<file path="config.mk">
export PLATFORM = sky130hd
export DESIGN_NAME = lcd_mode_timing_sequencer_core
export DESIGN_NICKNAME = d
export VERILOG_FILES = /design/src/design/lmts_pkg.sv /design/src/design/lmts_step.sv /design/src/design/lcd_mode_timing_sequencer_core.sv
export SDC_FILE = /design/constraint.sdc
export NUM_CORES = 1
export LEC_CHECK = 0
export BUFFER_PORTS_ARGS = -buffer_cell sky130_fd_sc_hd__buf_4
export CORE_MARGIN = 10
export CORE_UTILIZATION = 66
export CTS_CLUSTER_DIAMETER = 80
export CTS_CLUSTER_SIZE = 12
export DETAILED_ROUTE_END_ITERATION = 7
export PLACE_DENSITY_LB_ADDON = 0.05
export SETUP_SLACK_MARGIN = 0.05
export SLEW_MARGIN = 20
export SYNTH_ARGS = -nofsm -noshare
export SYNTH_HDL_FRONTEND = slang
export SYNTH_SLANG_ARGS = --single-unit
export TNS_END_PERCENT = 30
</file>
<file path="constraint.sdc">
create_clock -name i_clk -period 11.4 [get_ports i_clk]
set_input_delay 1.14 -clock i_clk [delete_from_list [all_inputs] [get_ports i_clk]]
set_output_delay 1.14 -clock i_clk [all_outputs]
set_load 0.02 [all_outputs]
</file>
<file path="src/design/lmts_pkg.sv">
`timescale 1ns / 1ps

package lmts_pkg;

    // Mode lengths in cycles and frame geometry in lines.
    localparam logic [11:0] HBLANK_LEN      = 12'd204;
    localparam logic [11:0] OAM_LEN         = 12'd80;
    localparam logic [11:0] ACTIVE_LEN      = 12'd172;
    localparam logic [11:0] VBLANK_LEN      = 12'd456;
    localparam logic [7:0]  LINES_PER_FRAME = 8'd154;
    localparam logic [7:0]  VISIBLE_LINES   = 8'd144;

    localparam int          ACC_W   = 24;
    localparam logic [23:0] ACC_MAX = 24'hFFFFFF;

    localparam logic [7:0] KEEP_MASK = 8'hfc;
    localparam logic [7:0] MODE_MASK = 8'h03;

    localparam logic [1:0] MODE_HBLANK = 2'd0;
    localparam logic [1:0] MODE_VBLANK = 2'd1;
    localparam logic [1:0] MODE_OAM    = 2'd2;
    localparam logic [1:0] MODE_ACTIVE = 2'd3;

    // Bit positions in the status byte.
    localparam int BIT_COINC      = 2;
    localparam int BIT_INT_HBLANK = 3;
    localparam int BIT_INT_VBLANK = 4;
    localparam int BIT_INT_OAM    = 5;
    localparam int BIT_INT_LYC    = 6;

    typedef enum logic [1:0] {
        CMD_TICK       = 2'd0,
        CMD_WR_STATUS  = 2'd1,
        CMD_WR_COMPARE = 2'd2,
        CMD_NOP        = 2'd3
    } t_cmd;

    typedef struct packed {
        logic [1:0]  cmd;
        logic [11:0] elapsed_cycles;
        logic [7:0]  write_value;
    } t_in_item;

    typedef struct packed {
        logic [7:0] line;
        logic [7:0] status;
        logic       vblank_irq;
        logic       stat_irq;
        logic       draw_line;
        logic       clear_screen;
    } t_out_item;

    typedef struct packed {
        logic [ACC_W-1:0] cycle_accum;
        logic [7:0]       lcd_status;
        logic [7:0]       line_counter;
        logic [7:0]       compare_line;
    } t_state;

endpackage

</file>
<file path="src/design/lmts_step.sv">
`timescale 1ns / 1ps

module lmts_step (
    input  lmts_pkg::t_state    i_state,
    input  lmts_pkg::t_in_item  i_item,
    output lmts_pkg::t_state    o_state,
    output lmts_pkg::t_out_item o_result
);

    logic [lmts_pkg::ACC_W:0]   w_sum;
    logic [lmts_pkg::ACC_W-1:0] w_acc;
    logic [11:0]                w_len;
    logic                       w_over;
    logic [8:0]                 w_inc;
    logic [7:0]                 w_new_line;
    logic [7:0]                 w_keep;
    logic                       w_vbl;
    logic                       w_stat;
    logic                       w_draw;
    logic                       w_clr;
    lmts_pkg::t_state           w_next;

    assign w_sum = {1'b0, i_state.cycle_accum}
                 + {{(lmts_pkg::ACC_W - 11){1'b0}}, i_item.elapsed_cycles};
    assign w_acc = w_sum[lmts_pkg::ACC_W] ? lmts_pkg::ACC_MAX : w_sum[lmts_pkg::ACC_W-1:0];

    always_comb begin
        case (i_state.lcd_status[1:0])
            lmts_pkg::MODE_HBLANK: w_len = lmts_pkg::HBLANK_LEN;
            lmts_pkg::MODE_OAM:    w_len = lmts_pkg::OAM_LEN;
            lmts_pkg::MODE_ACTIVE: w_len = lmts_pkg::ACTIVE_LEN;
            default:               w_len = lmts_pkg::VBLANK_LEN;
        endcase
    end

    assign w_over = w_acc > {{(lmts_pkg::ACC_W - 12){1'b0}}, w_len};

    // The line counter always stays below the frame length, so the modulo
    // reduces to a single wrap check.
    assign w_inc      = {1'b0, i_state.line_counter} + 9'd1;
    assign w_new_line = (w_inc == {1'b0, lmts_pkg::LINES_PER_FRAME}) ? 8'd0 : w_inc[7:0];
    assign w_keep     = i_state.lcd_status & lmts_pkg::KEEP_MASK;

    always_comb begin
        w_next = i_state;
        w_vbl  = 1'b0;
        w_stat = 1'b0;
        w_draw = 1'b0;
        w_clr  = 1'b0;
        unique case (lmts_pkg::t_cmd'(i_item.cmd))
            lmts_pkg::CMD_WR_STATUS:  w_next.lcd_status   = i_item.write_value;
            lmts_pkg::CMD_WR_COMPARE: w_next.compare_line = i_item.write_value;
            lmts_pkg::CMD_TICK: begin
                w_next.cycle_accum = w_acc;
                if (w_over) begin
                    w_next.cycle_accum = w_acc - {{(lmts_pkg::ACC_W - 12){1'b0}}, w_len};
                    case (i_state.lcd_status[1:0])
                        lmts_pkg::MODE_HBLANK: begin
                            w_next.line_counter = w_new_line;
                            if (w_new_line == lmts_pkg::VISIBLE_LINES) begin
                                w_vbl             = 1'b1;
                                w_next.lcd_status = w_keep | {6'd0, lmts_pkg::MODE_VBLANK};
                                w_stat            = i_state.lcd_status[lmts_pkg::BIT_INT_VBLANK];
                            end else begin
                                w_clr             = (w_new_line == 8'd0);
                                w_draw            = (w_new_line < lmts_pkg::VISIBLE_LINES);
                                w_next.lcd_status = w_keep | {6'd0, lmts_pkg::MODE_OAM};
                                w_stat            = i_state.lcd_status[lmts_pkg::BIT_INT_OAM];
                            end
                            // The compare interrupt fires when the stored
                            // coincidence bit agrees with the line match.
                            if (i_state.lcd_status[lmts_pkg::BIT_INT_LYC]
                                && (i_state.lcd_status[lmts_pkg::BIT_COINC]
                                    == (i_state.compare_line == w_new_line))) begin
                                w_stat = 1'b1;
                            end
                        end
                        lmts_pkg::MODE_OAM: begin
                            w_next.lcd_status = w_keep | {6'd0, lmts_pkg::MODE_ACTIVE};
                        end
                        lmts_pkg::MODE_ACTIVE: begin
                            w_next.lcd_status = w_keep | {6'd0, lmts_pkg::MODE_HBLANK};
                            w_stat = i_state.lcd_status[lmts_pkg::BIT_INT_HBLANK];
                        end
                        default: begin
                            w_next.lcd_status = w_keep | {6'd0, lmts_pkg::MODE_OAM};
                            w_stat = i_state.lcd_status[lmts_pkg::BIT_INT_OAM];
                        end
                    endcase
                end
            end
            default: ;
        endcase
    end

    assign o_state               = w_next;
    assign o_result.line         = w_next.line_counter;
    assign o_result.status       = w_next.lcd_status;
    assign o_result.vblank_irq   = w_vbl;
    assign o_result.stat_irq     = w_stat;
    assign o_result.draw_line    = w_draw;
    assign o_result.clear_screen = w_clr;

endmodule

</file>
<file path="src/design/lcd_mode_timing_sequencer_core.sv">
`timescale 1ns / 1ps

// LCD line and mode timing sequencer.
// The input channel carries commands: a tick with a cycle count, a status
// byte write or a compare line write. Every input beat produces exactly one
// output beat with the line counter, the status byte and the interrupt,
// draw and clear pulses that the command caused.
// A beat accepted from the sender lands in the input register; the step
// logic then updates the timing state and loads the result register as soon
// as the result register is empty or its beat is being taken.
// Throughput is one beat per cycle while the receiver does not stall; the
// state update is a single add, compare and subtract between the two registers.
// When the receiver stalls, the result register holds its beat and the
// input register still takes one more beat; after that o_in_stall rises
// until the result is taken.
// Reset (synchronous, active low) empties both registers and clears the
// accumulator, status byte, line counter and compare line. The block is
// ready for input in the first cycle after reset.
module lcd_mode_timing_sequencer_core (
    input  logic                i_clk,
    input  logic                i_rst_n,
    input  logic                i_in_valid,
    output logic                o_in_stall,
    input  lmts_pkg::t_in_item  i_in_data,
    output logic                o_out_valid,
    input  logic                i_out_stall,
    output lmts_pkg::t_out_item o_out_data
);

    logic                r_in_vld;
    lmts_pkg::t_in_item  r_in;
    logic                r_out_vld;
    lmts_pkg::t_out_item r_out;
    lmts_pkg::t_state    r_st;
    lmts_pkg::t_state    n_st;
    lmts_pkg::t_out_item n_out;
    logic                w_adv;
    logic                w_in_acc;

    lmts_step u_step (
        .i_state  (r_st),
        .i_item   (r_in),
        .o_state  (n_st),
        .o_result (n_out)
    );

    assign w_adv    = r_in_vld && (!r_out_vld || !i_out_stall);
    assign w_in_acc = i_in_valid && !o_in_stall;

    assign o_in_stall  = r_in_vld && !w_adv;
    assign o_out_valid = r_out_vld;
    assign o_out_data  = r_out;

    always_ff @(posedge i_clk) begin
        if (!i_rst_n) begin
            r_in_vld  <= 1'b0;
            r_out_vld <= 1'b0;
            r_st      <= '0;
        end else begin
            if (w_in_acc) begin
                r_in_vld <= 1'b1;
            end else if (w_adv) begin
                r_in_vld <= 1'b0;
            end
            if (w_adv) begin
                r_out_vld <= 1'b1;
                r_st      <= n_st;
            end else if (!i_out_stall) begin
                r_out_vld <= 1'b0;
            end
        end
    end

    always_ff @(posedge i_clk) begin
        if (w_in_acc) begin
            r_in <= i_in_data;
        end
        if (w_adv) begin
            r_out <= n_out;
        end
    end

    // The registered line counter never reaches the frame length.
    a_line_range: assert property (@(posedge i_clk) disable iff (!i_rst_n)
        r_st.line_counter < lmts_pkg::LINES_PER_FRAME)
        else $error("line counter out of range");

    // Entering vertical blank happens exactly at the first invisible line.
    a_vblank_line: assert property (@(posedge i_clk) disable iff (!i_rst_n)
        (o_out_valid && o_out_data.vblank_irq) |->
        (o_out_data.line == lmts_pkg::VISIBLE_LINES
         && o_out_data.status[1:0] == lmts_pkg::MODE_VBLANK
         && !o_out_data.draw_line))
        else $error("vblank pulse on wrong line or mode");

    // A clear request only comes with drawing line zero.
    a_clear_line: assert property (@(posedge i_clk) disable iff (!i_rst_n)
        (o_out_valid && o_out_data.clear_screen) |->
        (o_out_data.draw_line && o_out_data.line == 8'd0))
        else $error("clear request without draw of line zero");

    // A stall toward the sender only happens with the input register full.
    a_stall_full: assert property (@(posedge i_clk) disable iff (!i_rst_n)
        o_in_stall |-> (r_in_vld && r_out_vld && i_out_stall))
        else $error("input stalled without backpressure");

endmodule

</file>
==> summary.md <==
| Metric | Value |
|---|---|
| Yosys reg bits | 92 |
| Drt total wl | 14580 µm |
| Placed Cells | 775 |
| Pwr dens | 115.1 nW/µm² |
| Max cap viols | 0 |
| DRC viols | 0 |
| Layout Cells excl Fill | 791 |
| CTS root buffer | clkbuf_8 |
| Syn avg cell area | 9.200 µm² |
| Detailed-route wire length per cell | 18.43 µm |
| Detailed Routing Iterations Pass 1 | 5 |
| Post-CTS Setup Bufs | 0 |
| Hold Crit Class | flop to flop |
| CP Data Required Time | 11.54 ns |
| Antenna diodes | 0 |
| Antenna-violating nets left | 0 |
| Setup crit start kind | flop |
| Post-synthesis sequential area ratio | 37.54% |
| Initial DRC count | 407 |
| Hold Buf Count CTS | 0 |
| Clock tree buffer depth | 2 |
| Worst Path Max Fanout | 29 |
| Design Area, Final | 6559 µm² |
| Maximum VDD drop | 0.08760 mV |
| Area leader, netlist | edfxtp_1 |
| Fin. max-slew vios | 0 |
| P&R area growth vs syn | 8.846% |
| Slew margin rel. | 54.19% |
| Crit share post-route | 47.82% |
| Highest clock rate | 183.4 MHz |
| Main flop type after synthesis | dfxtp_1 |
| # rows | 34 |
| Gr usage total | 22.00% |
| Setup WS pre-CTS | 6.056 ns |
| Post-CTS Resized | 0 |
| Worst-path clk slew | 0.11 ns |
| Vias in the first global route | 4798 |
| Setup violations, final | 0 |
| # clock sinks | 92 |
| Cells after Synth | 655 |
| Top cells by area, synth | edfxtp_1, dfxtp_1, ha_1 |
| Layout Nets | 732 |
| Worst Clk Skew | 0.008456 ns |
| Least-Margin Pin Slew | 0.6856 ns |
| Final hold vios | 0 |
| Yosys top cell area share | 20.93% |
| Post-DP HPWL | 10680 µm |
| Dpl cell area | 6344 µm² |
| Pleak | 2.576 nW |
| Status | finished, final reports clean |
| GR Overflow Total | 0 |
| CP Capture Type | flop |
| Vias per std cell | 6.424 |
| Post-synth EDFFs | 42 |
| Num CTS Buffers | 9 |
| Syn_nets | 709 |
| Hold WS | 0.5055 ns |
| Final TNS setup | 0 ns |
| Die Ht | 115.6 µm |
| Core ar. | 8806 µm² |
| Clk_lat worst skew | 0.38 ns |
| Initial Util | 68.43% |
| Slack of the critical path | 5.948 ns |
| Time the worst path needs with I/O delays and setup | 5.452 ns |
| Data arrival time of the worst path | 5.60 ns |
| Number of antenna violations at the first check in global routing | 0 |
| CTS tree | yes |
| Port Buffers | 47 |
| Fraction of layout cells with a size suffix above 1 | 15.23% |
| RSZ-0062 raised after global routing | no |
| Synth Warn # | 0 |
| Setup Crit Path Kind | flop to flop |
| Hold depth | 2 |
| Vias | 5081 |
| Reg2reg path depth | 17 |
| Chip width | 115.6 µm |
| Total Die Area | 13350 µm² |
| Filler Cells Inserted | 619 |
| Syn Std Cell Area | 6026 µm² |
| Max H-tree Level | 3 |
| Unique masters post-synth | 79 |
| Global placer's final weighted congestion | 0.9093 |
| I/O Pins | 48 |
| First-pass GRT wire length | 23800 µm |
| Synth async-reset ratio | 0% |
| Largest net degree at the start of global routing | 55 |
## critical path: stages, from the launching register on
cell and delay [ns]:
edfxtp_1 0.39, ha_1 0.53, a21oi_2 0.15, o21ai_1 0.40
a21oi_2 0.15, nor3_2 0.60, nor2_1 0.15, ha_1 0.24
fa_1 0.42, nand2b_1 0.17, a21boi_0 0.24, o21ai_0 0.15
a21oi_1 0.22, o21ai_0 0.09, and3_1 0.15, nand3_2 0.47
and3_4 0.37, mux2_4 0.31
## worst paths after layout
check / from / to / slack, ns
min reg2reg: r_st[23]$_SDFFE_PN0P_ / r_st[23]$_SDFFE_PN0P_ / 0.51
max: r_in[17]$_DFFE_PP_ / o_out_data[12]$_DFFE_PP_ / 5.95
max reg2reg: r_in[17]$_DFFE_PP_ / o_out_data[12]$_DFFE_PP_ / 5.95
min: r_st[23]$_SDFFE_PN0P_ / r_st[23]$_SDFFE_PN0P_ / 0.51
## synthesized netlist by cell type (5+ instances only)
cell type and n:
nor3b_1 7, o21ai_0 43, mux2i_1 24, mux2_2 9, edfxtp_1 42, and2_1 7, a21boi_0 5, and3_1 13
a31oi_1 7, nand4_1 17, a21o_1 11, nand3_1 23, nand2_1 57, nor3_1 15, xnor2_1 23, a21oi_1 38
inv_1 14, xor2_1 14, clkbuf_1 21, dfxtp_1 50, a211oi_1 6, o211ai_1 8, nand2b_1 6, nor2b_1 21
ha_1 26, buf_2 7, nor2_1 51
## per-layer routing
metal  vias to the layer above  track usage (%)  share of wire, %
li1                       2461                -                 -
met1                      2389            29.40                44
met2                       206            35.51                47
met3                        25            3.876               7.3
met4                         0            7.010               1.7
met5                         -                0                 0
## cells by family (layout without fill, tap and decap cells)
kind of cell,Yosys count,after routing,synth area share (%)
and+or+nand+nor,245,245,21.86
AOI/OAI and AO/OA,164,164,18.23
DFF,92,92,37.54
buffers and inverters,52,80,4.132
xor gates and xnor gates,37,37,5.378
muxes,37,37,6.790
adders and majority gates,28,28,6.063
## cells in the final DEF (no fill, tap or decap), types with 24 or more instances in the layout
master and n:
mux2i_1 24, edfxtp_1 42, o21ai_0 43, dfxtp_1 50
a21oi_1 38, nand2_1 57, buf_4 49, nor2_1 51
ha_1 26
## flip-flops by register name (all words and copies together) (netlist names)
| name | count |
|---|---|
| o_out_data | 20 |
| o_out_valid | 1 |
| r_st | 48 |
| r_in_vld | 1 |
| r_in | 22 |
## cell type report
class                   count  area, µm²  share of cell area (%)
clock inverters             7      86.33                   1.316
multi-input cells         511       3527                   53.78
inverters                  15      56.30                  0.8585
flip-flops and latches     92       2262                   34.49
repair buffers             49      367.9                   5.609
clock buffers               9      123.9                   1.889
well taps                 108      135.1                   2.060
## where the power goes
part / switching (mW) / internal (mW) / leakage [nW]
Clock: 0.143 / 0.0894 / 0.105
Sequential: 0.0112 / 0.360 / 0.809
Combinational: 0.0886 / 0.0622 / 1.66
## metrics by stage
| step | util [%] | power (mW) |
|---|---|---|
| 2_1_floorplan | - | 0.4882 |
| 3_3_place_gp | 72.04 | 0.5222 |
| 3_5_place_dp | 72.04 | 0.5269 |
| 4_1_cts | 74.42 | 0.7565 |
| 5_1_grt | 74.48 | 0.7835 |
| 6_report | 74.48 | 0.7550 |
(Power assumes the default switching activity.)
